[config.mk]
export PLATFORM = sky130hd
export DESIGN_NAME = tube_digit_spin_animator_top
export DESIGN_NICKNAME = d
export VERILOG_FILES = /design/src/rtl/tdsa_pkg.sv /design/src/rtl/tdsa_ctrl.sv /design/src/rtl/tdsa_dp.sv /design/src/rtl/tube_digit_spin_animator_top.sv
export SDC_FILE = /design/constraint.sdc
export NUM_CORES = 1
export LEC_CHECK = 0
export ABC_AREA = 0
export BUFFER_PORTS_ARGS = -buffer_cell sky130_fd_sc_hd__buf_2
export CORE_MARGIN = 8
export CORE_UTILIZATION = 60
export DETAILED_ROUTE_END_ITERATION = 8
export PLACE_DENSITY = 0.86
export SLEW_MARGIN = 20
export SYNTH_ARGS = -nofsm -noshare
export SYNTH_HDL_FRONTEND = slang
export SYNTH_HIERARCHICAL = 1
export SYNTH_SLANG_ARGS = --single-unit
export TNS_END_PERCENT = 30
[constraint.sdc]
create_clock -name clk -period 6.5 [get_ports clk]
set_clock_uncertainty 0.2 [all_clocks]
set_input_delay 0.975 -clock clk [delete_from_list [all_inputs] [get_ports clk]]
set_output_delay 0.975 -clock clk [all_outputs]
set_load 0.02 [all_outputs]
[src/rtl/tdsa_pkg.sv]
// Shared types and constants of the tube digit spin animator.
// Used by the controller, the datapath and the top level; depends on nothing.
`timescale 1ns / 1ps

package tdsa_pkg;

	localparam int NUM_TUBES = 4;
	localparam int TUBE_IDX_W = 2;
	localparam int DIV_STEPS = 32;
	localparam int CNT_W = 5;
	localparam int NUM_DIGITS = 10;

	localparam logic REG_STEP_MS = 1'b0;
	localparam logic REG_MIN_STEPS = 1'b1;

	localparam logic [15:0] STEP_MS_RST = 16'd50;
	localparam logic [15:0] MIN_STEPS_RST = 16'd80;

	localparam logic MODE_START = 1'b0;
	localparam logic MODE_UPDATE = 1'b1;

	typedef logic [3:0] digit_t;

	typedef struct packed {
		logic load;
		logic seed_step;
		logic div_step;
		logic finish;
		logic [TUBE_IDX_W-1:0] idx;
	} cmd_t;

	typedef struct packed {
		logic mode;
		logic running;
	} sts_t;

	function automatic digit_t tens_of(input logic [5:0] v);
		digit_t t;
		t = 4'd0;
		for (int i = 1; i <= 6; i++) begin
			if (v >= 6'(10 * i)) begin
				t = 4'(i);
			end
		end
		return t;
	endfunction

	function automatic digit_t units_of(input logic [5:0] v);
		logic [5:0] r;
		r = v - (6'(tens_of(v)) * 6'd10);
		return r[3:0];
	endfunction

endpackage

[src/rtl/tdsa_ctrl.sv]
// Controller of the tube digit spin animator: sequences seeding, division and result write.
// Depends on tdsa_pkg.
`timescale 1ns / 1ps

module tdsa_ctrl (
	input  logic               clk,
	input  logic               arst_n,
	input  logic               item_valid,
	output logic               item_stall,
	output logic               result_valid,
	input  logic               result_stall,
	input  tdsa_pkg::sts_t     sts,
	output tdsa_pkg::cmd_t     cmd
);

	localparam logic [1:0] ST_IDLE = 2'd0;
	localparam logic [1:0] ST_SEED = 2'd1;
	localparam logic [1:0] ST_DIV  = 2'd2;
	localparam logic [1:0] ST_FIN  = 2'd3;

	logic [1:0] state_q, state_d;
	logic [tdsa_pkg::CNT_W-1:0] cnt_q, cnt_d;
	logic out_valid_q;
	logic take;
	logic fin_ok;

	assign item_stall = (state_q != ST_IDLE);
	assign take = item_valid && (state_q == ST_IDLE);
	assign fin_ok = !out_valid_q || !result_stall;
	assign result_valid = out_valid_q;

	always_comb begin
		state_d = state_q;
		cnt_d = cnt_q;
		cmd = '0;
		cmd.idx = cnt_q[tdsa_pkg::TUBE_IDX_W-1:0];
		case (state_q)
			ST_IDLE: begin
				if (take) begin
					cmd.load = 1'b1;
					cnt_d = '0;
					if (sts.mode == tdsa_pkg::MODE_UPDATE) begin
						state_d = sts.running ? ST_DIV : ST_FIN;
					end else begin
						state_d = sts.running ? ST_FIN : ST_SEED;
					end
				end
			end
			ST_SEED: begin
				cmd.seed_step = 1'b1;
				cnt_d = cnt_q + tdsa_pkg::CNT_W'(1);
				if (cnt_q == tdsa_pkg::CNT_W'(tdsa_pkg::NUM_TUBES - 1)) begin
					state_d = ST_FIN;
				end
			end
			ST_DIV: begin
				cmd.div_step = 1'b1;
				cnt_d = cnt_q + tdsa_pkg::CNT_W'(1);
				if (cnt_q == tdsa_pkg::CNT_W'(tdsa_pkg::DIV_STEPS - 1)) begin
					state_d = ST_FIN;
				end
			end
			ST_FIN: begin
				if (fin_ok) begin
					cmd.finish = 1'b1;
					state_d = ST_IDLE;
				end
			end
			default: begin
				state_d = ST_IDLE;
			end
		endcase
	end

	always_ff @(posedge clk or negedge arst_n) begin
		if (!arst_n) begin
			state_q <= ST_IDLE;
			cnt_q <= '0;
			out_valid_q <= 1'b0;
		end else begin
			state_q <= state_d;
			cnt_q <= cnt_d;
			if (cmd.finish) begin
				out_valid_q <= 1'b1;
			end else if (!result_stall) begin
				out_valid_q <= 1'b0;
			end
		end
	end

endmodule

[src/rtl/tdsa_dp.sv]
// Datapath of the tube digit spin animator: registers, seed search, divider and result word.
// Depends on tdsa_pkg.
`timescale 1ns / 1ps

module tdsa_dp (
	input  logic                   clk,
	input  logic                   arst_n,
	input  tdsa_pkg::cmd_t         cmd,
	output tdsa_pkg::sts_t         sts,
	input  logic                   cfg_we,
	input  logic                   cfg_sel,
	input  logic [15:0]            cfg_wdata,
	output logic [15:0]            step_ms,
	output logic [15:0]            min_steps,
	input  logic                   mode,
	input  logic [4:0]             start_hour,
	input  logic [5:0]             start_minute,
	input  logic [4:0]             target_hour,
	input  logic [5:0]             target_minute,
	input  logic [31:0]            now_ms,
	output tdsa_pkg::digit_t       tube0_digit,
	output tdsa_pkg::digit_t       tube1_digit,
	output tdsa_pkg::digit_t       tube2_digit,
	output tdsa_pkg::digit_t       tube3_digit,
	output logic                   running,
	output logic                   refreshed,
	output logic                   accepted
);

	logic [15:0] step_ms_q, min_steps_q;
	logic run_q;
	logic [tdsa_pkg::NUM_TUBES-1:0] spin_q;
	logic [31:0] stamp_q;
	tdsa_pkg::digit_t seed_q [tdsa_pkg::NUM_TUBES];
	tdsa_pkg::digit_t goal_q [tdsa_pkg::NUM_TUBES];

	logic mode_q;
	logic [31:0] now_q;
	tdsa_pkg::digit_t raw_q [tdsa_pkg::NUM_TUBES];
	tdsa_pkg::digit_t tgt_q [tdsa_pkg::NUM_TUBES];
	logic [tdsa_pkg::NUM_DIGITS-1:0] used_q;

	logic [31:0] quo_q;
	logic [15:0] rem_q;
	tdsa_pkg::digit_t ph_q;

	tdsa_pkg::digit_t shown_q [tdsa_pkg::NUM_TUBES];
	logic running_q, refreshed_q, accepted_q;

	logic [15:0] divisor;
	logic [16:0] shifted;
	logic [17:0] diff;
	logic qbit;
	logic [4:0] ph_twice;

	tdsa_pkg::digit_t seed_pick;
	logic [4:0] cand;

	tdsa_pkg::digit_t shown [tdsa_pkg::NUM_TUBES];
	logic [tdsa_pkg::NUM_TUBES-1:0] spin_next;
	logic steps_ok;
	logic [4:0] sum;

	assign step_ms = step_ms_q;
	assign min_steps = min_steps_q;
	assign sts.mode = mode;
	assign sts.running = run_q;

	assign divisor = (step_ms_q == 16'd0) ? 16'd1 : step_ms_q;
	assign shifted = {rem_q, quo_q[31]};
	assign diff = {1'b0, shifted} - {2'b00, divisor};
	assign qbit = !diff[17];
	assign ph_twice = {ph_q, 1'b0} + {4'd0, qbit};

	always_comb begin
		seed_pick = raw_q[cmd.idx];
		cand = '0;
		for (int k = tdsa_pkg::NUM_DIGITS - 1; k >= 0; k--) begin
			cand = {1'b0, raw_q[cmd.idx]} + 5'(k);
			if (cand >= 5'(tdsa_pkg::NUM_DIGITS)) begin
				cand = cand - 5'(tdsa_pkg::NUM_DIGITS);
			end
			if (!used_q[cand[3:0]]) begin
				seed_pick = cand[3:0];
			end
		end
	end

	always_comb begin
		steps_ok = (quo_q >= {16'd0, min_steps_q});
		sum = '0;
		for (int i = 0; i < tdsa_pkg::NUM_TUBES; i++) begin
			sum = {1'b0, seed_q[i]} + {1'b0, ph_q};
			if (sum >= 5'(tdsa_pkg::NUM_DIGITS)) begin
				sum = sum - 5'(tdsa_pkg::NUM_DIGITS);
			end
			shown[i] = spin_q[i] ? sum[3:0] : goal_q[i];
			spin_next[i] = spin_q[i] && !((sum[3:0] == goal_q[i]) && steps_ok);
		end
	end

	always_ff @(posedge clk or negedge arst_n) begin
		if (!arst_n) begin
			step_ms_q <= tdsa_pkg::STEP_MS_RST;
			min_steps_q <= tdsa_pkg::MIN_STEPS_RST;
			run_q <= 1'b0;
			spin_q <= '0;
		end else begin
			if (cfg_we && (cfg_sel == tdsa_pkg::REG_STEP_MS)) begin
				step_ms_q <= cfg_wdata;
			end
			if (cfg_we && (cfg_sel == tdsa_pkg::REG_MIN_STEPS)) begin
				min_steps_q <= cfg_wdata;
			end
			if (cmd.finish && run_q && (mode_q == tdsa_pkg::MODE_UPDATE)) begin
				spin_q <= spin_next;
				run_q <= |spin_next;
			end else if (cmd.finish && !run_q && (mode_q == tdsa_pkg::MODE_START)) begin
				spin_q <= '1;
				run_q <= 1'b1;
			end
		end
	end

	always_ff @(posedge clk) begin
		if (cmd.load) begin
			mode_q <= mode;
			now_q <= now_ms;
			raw_q[0] <= tdsa_pkg::tens_of({1'b0, start_hour});
			raw_q[1] <= tdsa_pkg::units_of({1'b0, start_hour});
			raw_q[2] <= tdsa_pkg::tens_of(start_minute);
			raw_q[3] <= tdsa_pkg::units_of(start_minute);
			tgt_q[0] <= tdsa_pkg::tens_of({1'b0, target_hour});
			tgt_q[1] <= tdsa_pkg::units_of({1'b0, target_hour});
			tgt_q[2] <= tdsa_pkg::tens_of(target_minute);
			tgt_q[3] <= tdsa_pkg::units_of(target_minute);
			used_q <= '0;
			quo_q <= now_ms - stamp_q;
			rem_q <= '0;
			ph_q <= '0;
		end
		if (cmd.seed_step) begin
			seed_q[cmd.idx] <= seed_pick;
			used_q[seed_pick] <= 1'b1;
		end
		if (cmd.div_step) begin
			rem_q <= qbit ? diff[15:0] : shifted[15:0];
			quo_q <= {quo_q[30:0], qbit};
			ph_q <= (ph_twice >= 5'(tdsa_pkg::NUM_DIGITS)) ?
				4'(ph_twice - 5'(tdsa_pkg::NUM_DIGITS)) : ph_twice[3:0];
		end
		if (cmd.finish) begin
			for (int i = 0; i < tdsa_pkg::NUM_TUBES; i++) begin
				shown_q[i] <= '0;
			end
			refreshed_q <= 1'b0;
			accepted_q <= 1'b0;
			running_q <= run_q;
			if (mode_q == tdsa_pkg::MODE_START) begin
				if (!run_q) begin
					stamp_q <= now_q;
					for (int i = 0; i < tdsa_pkg::NUM_TUBES; i++) begin
						goal_q[i] <= tgt_q[i];
					end
					accepted_q <= 1'b1;
					running_q <= 1'b1;
				end
			end else if (run_q) begin
				for (int i = 0; i < tdsa_pkg::NUM_TUBES; i++) begin
					shown_q[i] <= shown[i];
				end
				refreshed_q <= 1'b1;
				running_q <= |spin_next;
			end
		end
	end

	assign tube0_digit = shown_q[0];
	assign tube1_digit = shown_q[1];
	assign tube2_digit = shown_q[2];
	assign tube3_digit = shown_q[3];
	assign running = running_q;
	assign refreshed = refreshed_q;
	assign accepted = accepted_q;

endmodule

[src/rtl/tube_digit_spin_animator_top.sv]
// Top level of the tube digit spin animator: APB register port, controller and datapath.
// Depends on tdsa_pkg, tdsa_ctrl and tdsa_dp.
// A start word that seeds an animation passes the seed states, an update word while
// spinning passes the restoring divide, and other words go straight to the finish state.
// Words are taken only while idle; a finished result may wait in the output register.
// Reset idles the controller, stops any animation and restores step_ms to 50 and min_steps to 80.
`timescale 1ns / 1ps

module tube_digit_spin_animator_top (
	input  logic              clk,
	input  logic              arst_n,
	input  logic              psel,
	input  logic              penable,
	input  logic              pwrite,
	input  logic [2:0]        paddr,
	input  logic [31:0]       pwdata,
	output logic [31:0]       prdata,
	output logic              pready,
	input  logic              item_valid,
	output logic              item_stall,
	input  logic              mode,
	input  logic [4:0]        start_hour,
	input  logic [5:0]        start_minute,
	input  logic [4:0]        target_hour,
	input  logic [5:0]        target_minute,
	input  logic [31:0]       now_ms,
	output logic              result_valid,
	input  logic              result_stall,
	output logic [3:0]        tube0_digit,
	output logic [3:0]        tube1_digit,
	output logic [3:0]        tube2_digit,
	output logic [3:0]        tube3_digit,
	output logic              running,
	output logic              refreshed,
	output logic              accepted
);

	tdsa_pkg::cmd_t cmd;
	tdsa_pkg::sts_t sts;
	logic cfg_we;
	logic [15:0] step_ms, min_steps;

	assign pready = 1'b1;
	assign cfg_we = psel && penable && pwrite;
	assign prdata = (paddr[2] == tdsa_pkg::REG_MIN_STEPS) ? {16'd0, min_steps} : {16'd0, step_ms};

	tdsa_ctrl u_ctrl (
		.clk          (clk),
		.arst_n       (arst_n),
		.item_valid   (item_valid),
		.item_stall   (item_stall),
		.result_valid (result_valid),
		.result_stall (result_stall),
		.sts          (sts),
		.cmd          (cmd)
	);

	tdsa_dp u_dp (
		.clk           (clk),
		.arst_n        (arst_n),
		.cmd           (cmd),
		.sts           (sts),
		.cfg_we        (cfg_we),
		.cfg_sel       (paddr[2]),
		.cfg_wdata     (pwdata[15:0]),
		.step_ms       (step_ms),
		.min_steps     (min_steps),
		.mode          (mode),
		.start_hour    (start_hour),
		.start_minute  (start_minute),
		.target_hour   (target_hour),
		.target_minute (target_minute),
		.now_ms        (now_ms),
		.tube0_digit   (tube0_digit),
		.tube1_digit   (tube1_digit),
		.tube2_digit   (tube2_digit),
		.tube3_digit   (tube3_digit),
		.running       (running),
		.refreshed     (refreshed),
		.accepted      (accepted)
	);

endmodule

### Word-level counts from Yosys, hierarchy flattened

Memories as Yosys holds them, arrays and structs flattened.
Index checks and enable logic that the tools add are counted.
W data, S select, Z words.

| operators by class | value |
|---|---|
| multiplexer cells | 131 |
| bitwise gates (word level) | 8 |
| multipliers | 4 |
| equal/unequal tests | 14 |
| shift operators | 0 |
| reductions and logical operators | 38 |
| $add $sub $neg | 36 |
| div/mod/pow operators | 0 |
| order comparisons | 52 |

Operator list:

| kind | count |
|---|---|
| $mux W4 | 41 |
| $ge A5 B4 Y1 const B | 16 |
| $mux W16 | 5 |
| $mux W32 | 2 |
| $sub A4 B4 Y4 const B | 15 |
| $lt A4 B5 Y1 const B | 11 |
| $mux W1 | 41 |
| $bmux W1 S4 | 10 |
| $ge A5 B6 Y1 const B | 6 |
| $ge A6 B6 Y1 const B | 6 |
| $mux W3 | 12 |
| $ge A32 B16 Y1 | 1 |
| $sub A32 B32 Y32 | 1 |
| $mux W2 | 14 |
| $ge A6 B5 Y1 const B | 4 |
| $add A4 B3 Y5 const B | 4 |
| $add A4 B4 Y5 | 4 |
| $ge A5 B5 Y1 const B | 4 |
| $mux W10 | 2 |
| $logic_and A1 B1 Y1 | 18 |
| $sub A17 B16 Y18 | 1 |
| $eq A4 B4 Y1 | 4 |
| $logic_not A16 Y1 | 1 |
| $mul A4 B3 Y3 const B | 4 |
| 30 further kinds | 56 |

| storage, ports and cells | value |
|---|---|
| RAM bits | 80 |
| memory bits (read-only) | 0 |
| output and inout bits | 54 |
| bits in registers | 175 |
| latch bits | 0 |
| memories kept | 5 |

Memory list:

| memory | words | width | rd ports | clocked after memory_dff | write ports | RTL line | text |
|---|---|---|---|---|---|---|---|
| u_dp.goal_q | 4 | 4 | 4 | 0 | 4 | tdsa_dp.sv:35 | `tdsa_pkg::digit_t goal_q [tdsa_pkg::NUM_TUBES];` |
| u_dp.raw_q | 4 | 4 | 1 | 0 | 4 | tdsa_dp.sv:39 | `tdsa_pkg::digit_t raw_q [tdsa_pkg::NUM_TUBES];` |
| u_dp.seed_q | 4 | 4 | 4 | 0 | 1 | tdsa_dp.sv:34 | `tdsa_pkg::digit_t seed_q [tdsa_pkg::NUM_TUBES];` |
| u_dp.shown_q | 4 | 4 | 4 | 0 | 4 | tdsa_dp.sv:47 | `tdsa_pkg::digit_t shown_q [tdsa_pkg::NUM_TUBES];` |
| u_dp.tgt_q | 4 | 4 | 4 | 0 | 4 | tdsa_dp.sv:40 | `tdsa_pkg::digit_t tgt_q [tdsa_pkg::NUM_TUBES];` |

### Longest topological paths before layout

An unclocked memory read counts as a cell.

| logic depth | value |
|---|---|
| depth after elaboration | 22 |
| gate-level depth with buffers | 25 |
| mapped depth without buffers | 19 |

### Hierarchy

The synthesis kept the hierarchy.

Modules (own cells, without submodules):

| module | times used | area an instance (um^2) | seq. area each (um^2) | cells an instance |
|---|---|---|---|---|
| tdsa_dp | 1 | 15730.1 | 6867.8 | 1516 |
| tdsa_ctrl | 1 | 519.2 | 200.2 | 52 |
| tube_digit_spin_animator_top | 1 | 390.4 | 0.0 | 38 |

### Worst setup path after synthesis

Ideal clock, no wire load.

| timing | value |
|---|---|
| path kind | register -> register |
| start point | register u_ctrl/cnt_q[0] (netlist bit) |
| end point | register u_dp/used_q[9] (netlist bit) |
| data required time | 6181 ps |
| library setup time | 119 ps |
| path slack | 1061 ps |
| arrival time | 5120 ps |
| buffers on the path | 6 |
| stages on the path, launching flop included | 23 |
| cell sequence | dfrtp_1 buf_4 buf_6 mux4_2 buf_4 buf_1 ha_1 clkbuf_1 a211oi_1 or2_1 buf_4 ha_1 o41ai_1 or2_2 a2111oi_0 o21ai_0 a21oi_1 mux2i_1 a211o_1 a211o_1 o211ai_2 nor2b_1 a32o_1 |

| on the way | value |
|---|---|
| longest elaborated chain between the ends | 22 |

RTL lines:

| what | RTL line | text |
|---|---|---|
| start, declared | tdsa_ctrl.sv:22 | `logic [tdsa_pkg::CNT_W-1:0] cnt_q, cnt_d;` |
| start signal, assigned | tdsa_ctrl.sv:82 | `cnt_q <= cnt_d;` |
| $mem_v2 Z4 W4 (*) | n/a |  |
| $add A4 B4 Y5 | tdsa_dp.sv:79 | `cand = {1'b0, raw_q[cmd.idx]} + 5'(k);` |
| $sub A4 B4 Y4 / $ge A5 B4 Y1 (equally long branches) | tdsa_dp.sv:81, tdsa_dp.sv:80 |  |
| $mux W4 | tdsa_dp.sv:80 | `if (cand >= 5'(tdsa_pkg::NUM_DIGITS)) begin` |
| $bmux W1 S4 | tdsa_dp.sv:83 | `if (!used_q[cand[3:0]]) begin` |
| $mux W1 (not written as such) | tdsa_dp.sv:83 |  |
| $mux W4 (9 in a row) | tdsa_dp.sv:83 |  |
| $mux W4 (*) | tdsa_dp.sv:83 |  |
| named net u_dp.seed_pick[1] | tdsa_dp.sv:56 | `tdsa_pkg::digit_t seed_pick;` |
| $lt A4 B5 Y1 (not written as such) / $ge A4 B1 Y1 (equally long branches) | tdsa_dp.sv:144 | `used_q[seed_pick] <= 1'b1;` |
| $logic_and A1 B1 Y1 (not written as such) | tdsa_dp.sv:144 |  |
| $mux W1 (not written as such) | tdsa_dp.sv:144 |  |
| $demux W1 S4 (*) | n/a |  |
| $or A10 B10 Y10 (no line) (*) | n/a |  |
| $mux W10 (*) | tdsa_dp.sv:142 | `if (cmd.seed_step) begin` |
| end signal, assigned | tdsa_dp.sv:137 | `used_q <= '0;` |
| end signal, assigned by index | tdsa_dp.sv:144 |  |
| end, declared | tdsa_dp.sv:41 | `logic [tdsa_pkg::NUM_DIGITS-1:0] used_q;` |

Mark *: on every way through the listed nets, which the timed path passes. The rest lies on a longest branch. The select of a mux whose other input is x is not followed.
A chain may end at the register's enable or synchronous reset.

### Worst setup path in the final report

| timing | value |
|---|---|
| start point | register u_ctrl/cnt_q[0] (netlist bit) |
| end point | register u_dp/used_q[6] (netlist bit) |

| on the way | value |
|---|---|
| longest elaborated chain between the ends | 22 |

RTL lines:

| what | RTL line |
|---|---|
| $mem_v2 Z4 W4 (*) | n/a |
| $add A4 B4 Y5 | tdsa_dp.sv:79 |
| $sub A4 B4 Y4 / $ge A5 B4 Y1 (equally long branches) | tdsa_dp.sv:81, tdsa_dp.sv:80 |
| $mux W4 | tdsa_dp.sv:80 |
| $bmux W1 S4 | tdsa_dp.sv:83 |
| $mux W1 (not written as such) | tdsa_dp.sv:83 |
| $mux W4 (9 in a row) | tdsa_dp.sv:83 |
| $mux W4 (*) | tdsa_dp.sv:83 |
| $lt A4 B5 Y1 (not written as such) / $ge A4 B1 Y1 (equally long branches) | tdsa_dp.sv:144 |
| $logic_and A1 B1 Y1 (not written as such) | tdsa_dp.sv:144 |
| $mux W1 (not written as such) | tdsa_dp.sv:144 |
| $demux W1 S4 (*) | n/a |
| $or A10 B10 Y10 (no line) (*) | n/a |
| $mux W10 (*) | tdsa_dp.sv:142 |

Every way passes the cells marked *; elsewhere a longest branch is shown, timed or not. The select of a mux whose other input is x is not followed.

==> metrics.txt <==
Critical Path RT=6.78 ns; drt drc=0; Resized cells post-CTS=0; Warnings, synthesis=6; Setup crit start=u_ctrl/cnt_q[0]; CP Capture Type=register; flop2flop setup slack=~0.9 ns; DIE HEIGHT=183 um; routed wire length=between 30000 and 40000 um; TritonCTS Sinks=roughly 250; vias in the first global route=about 13000; post-DP HPWL=between 20000 and 30000 um; Synth Flop Type=edfxtp_1; Synth area leader=edfxtp_1; most common cell after layout, fill and taps aside=edfxtp_1; #FFs+latches synth=roughly 250; Seq/Total Area, Yosys=0.425; die footprint=between 30000 and 40000 um^2; TritonCTS clock tree=done; Slew Limit Fails=0; R2R cell count=16; setup TNS=0 ns; relative slew slack=0.357; Final setup viols=0; Vias/cell=between 5 and 6; Yosys cell types=between 90 and 100; Worst-Skew Late Latency=between 0.5 and 0.6 ns; most frequent cells in the layout=191 x edfxtp_1, 137 x inv_1, 130 x nand2_1, 116 x ha_1, 115 x buf_2; worst path arrival time=5.88 ns; total power=11.1 mW; Rows=roughly 60; worst slew pin tran=0.937 ns; type of origin of the critical path=register; share of layout cells above drive strength 1=0.161; cell area power density=about 600 nW/um^2; Hold Fails Final Rpt=0; crit share post-route=0.862; cts hold-fix bufs=0; VDD IR max=between 0.2 and 0.3 mV; port buffer count=115; crit path to=u_dp/used_q[6]; Post-synth EDFFs=between 150 and 200; area taken by multi-input logic gates=8700 um^2; asr flop ratio synth=0.183; Worst Path Max Fanout=9; drt pass-1 iters=5; I/O pins=approximately 150; largest net degree at the start of global routing=85; leakage power=approximately 7.7 nW; Vias=~13000; first-pass GRT wire length=approximately 63000 um; Die X=183 um; Mapped Avg Cell Area=a little over 10 um^2; grt total ovfl=0; gr usage total=0.232; fin nets=roughly 1900; Fillers=2051; CTS Buf Count=26; maximum capacitance violations=0; H-tree Lvls=1; gpl congestion=~0.9; number of DRC markers in iteration 0=around 940; initial core utilization=0.604; Worst R2R End=u_dp/used_q[6]; clk slew on worst S/H paths=approximately 0.06 ns; Wirelength per Cell=approximately 19 um; root buf cell=clkbuf_16; Max Clk Rate=between 150 and 200 MHz; postcts setup bufs=0; CTS Buffer Depth=3; unrepaired setup endpoints after global routing=no; mapped cell area=16600 um^2; share of the synthesized area in the top cell type=0.345; top cells by area, synth=edfxtp_1 34%, ha_1 8.8%, dfrtp_1 6.0%; area grow syn2layout=10.6%; worst r2r src=u_ctrl/cnt_q[0]; Hold Path Class=register to register; antenna-violating nets left=0; worst hold slack=0.217 ns; Mapped Cells=roughly 1600; core area=roughly 28000 um^2; initial antenna violation count=3; register area=around 7100 um^2; Crit Path Class=register to register; status=finished clean; Tmin final=roughly 5.6 ns
## sequential cells by signal, indices dropped and copies added, names as in the netlist, 2 cells and up
name,cells
u_dp/rem_q,16
u_dp/goal_q,13
u_dp/raw_q,13
u_dp/shown_q,16
u_dp/step_ms,16
u_ctrl/state_q,2
u_ctrl/cnt_q,5
u_dp/min_steps,16
u_dp/used_q,10
u_dp/now_q,32
u_dp/tgt_q,13
u_dp/ph_q,4
u_dp/stamp_q,32
u_dp/quo_q,32
u_dp/seed_q,16
u_dp/spin_q,4
## worst min path at each step
stage,cells after the start,end,from
finish,0,u_dp/stamp_q[22],u_dp/now_q[22]
global route,0,u_dp/stamp_q[31],u_dp/now_q[31]
CTS,0,u_dp/stamp_q[22],u_dp/now_q[22]
detailed placement,0,u_dp/goal_q[1][1],u_dp/tgt_q[1][1]
global placement,0,u_dp/stamp_q[31],u_dp/now_q[31]
floorplan,0,u_dp/goal_q[0][0],u_dp/tgt_q[0][0]
## cell type report
type | count | area share
clock inverter | 18 | 0.0131
sequential | 246 | 0.384
tap | 378 | 0.0257
antenna | 3 | 0.000408
clock buffer | 30 | 0.0367
inverter | 140 | 0.0286
multi-input combinational | 1164 | 0.473
timing repair buffer | 133 | 0.0386
## routing by layer
| metal | up-vias | track usage | share of wire |
|---|---|---|---|
| li1 | 6047 | - | - |
| met1 | 6054 | 0.295 | 0.42 |
| met2 | 459 | 0.395 | 0.48 |
| met3 | 75 | 0.0404 | 0.068 |
| met4 | 0 | 0.0813 | 0.028 |
| met5 | - | 0 | 0 |
## where the power goes
part	leakage, nW	switching [mW]	internal (mW)
combinational	4.88	4.13	2.69
clock	0.445	0.617	0.948
sequential	2.40	0.334	2.37
## critical path, cell delays in order, from the launching register on
cell and delay (ns):
dfrtp_1 0.41, mux4_2 0.55, ha_1 0.34, a211oi_1 0.43, or2_1 0.33, ha_1 0.35, o41ai_1 0.14, or2_2 0.32
a2111oi_0 0.42, o21ai_0 0.16, a21oi_1 0.43, mux2i_1 0.33, a21oi_1 0.13, nor4_2 0.29, o21ai_2 0.15, nor3_2 0.33
a22o_1 0.20
## through the flow
step,setup slack [ns],utilization,area (um^2),cells
after floorplan,1.06,-,16700,1621
after global routing,0.494,0.668,18400,2112
final,0.895,0.668,18400,2112
after CTS,1.02,0.667,18400,2109
after detailed placement,1.07,0.634,17500,2061
after global placement,1.10,0.634,17500,2061
## logic make-up (layout without fill, tap and decap cells)
| group | Yosys count | after routing | synth area share |
|---|---|---|---|
| compound gates | 423 | 423 | 0.175 |
| simple gates | 404 | 404 | 0.118 |
| flops | 246 | 246 | 0.425 |
| buf+inv | 211 | 321 | 0.0564 |
| fa+ha+maj | 131 | 131 | 0.103 |
| mux | 117 | 117 | 0.0843 |
| xor+xnor | 72 | 72 | 0.0383 |
| other cells | 2 | 20 | 0.000451 |
## synth_stat cells (all sizes together), types with 26 or more instances
| master | n |
|---|---|
| o21ai | 108 |
| nand2 | 131 |
| edfxtp | 191 |
| a21o | 37 |
| a21oi | 81 |
| nor3 | 28 |
| clkbuf | 35 |
| buf | 36 |
| nor2 | 90 |
| ha | 117 |
| xnor2 | 51 |
| inv | 137 |
| mux2i | 53 |
| mux2 | 55 |
| nand3 | 26 |
| dfrtp | 40 |
| nand2b | 30 |
Note: power is estimated with default switching activity, not from simulation.
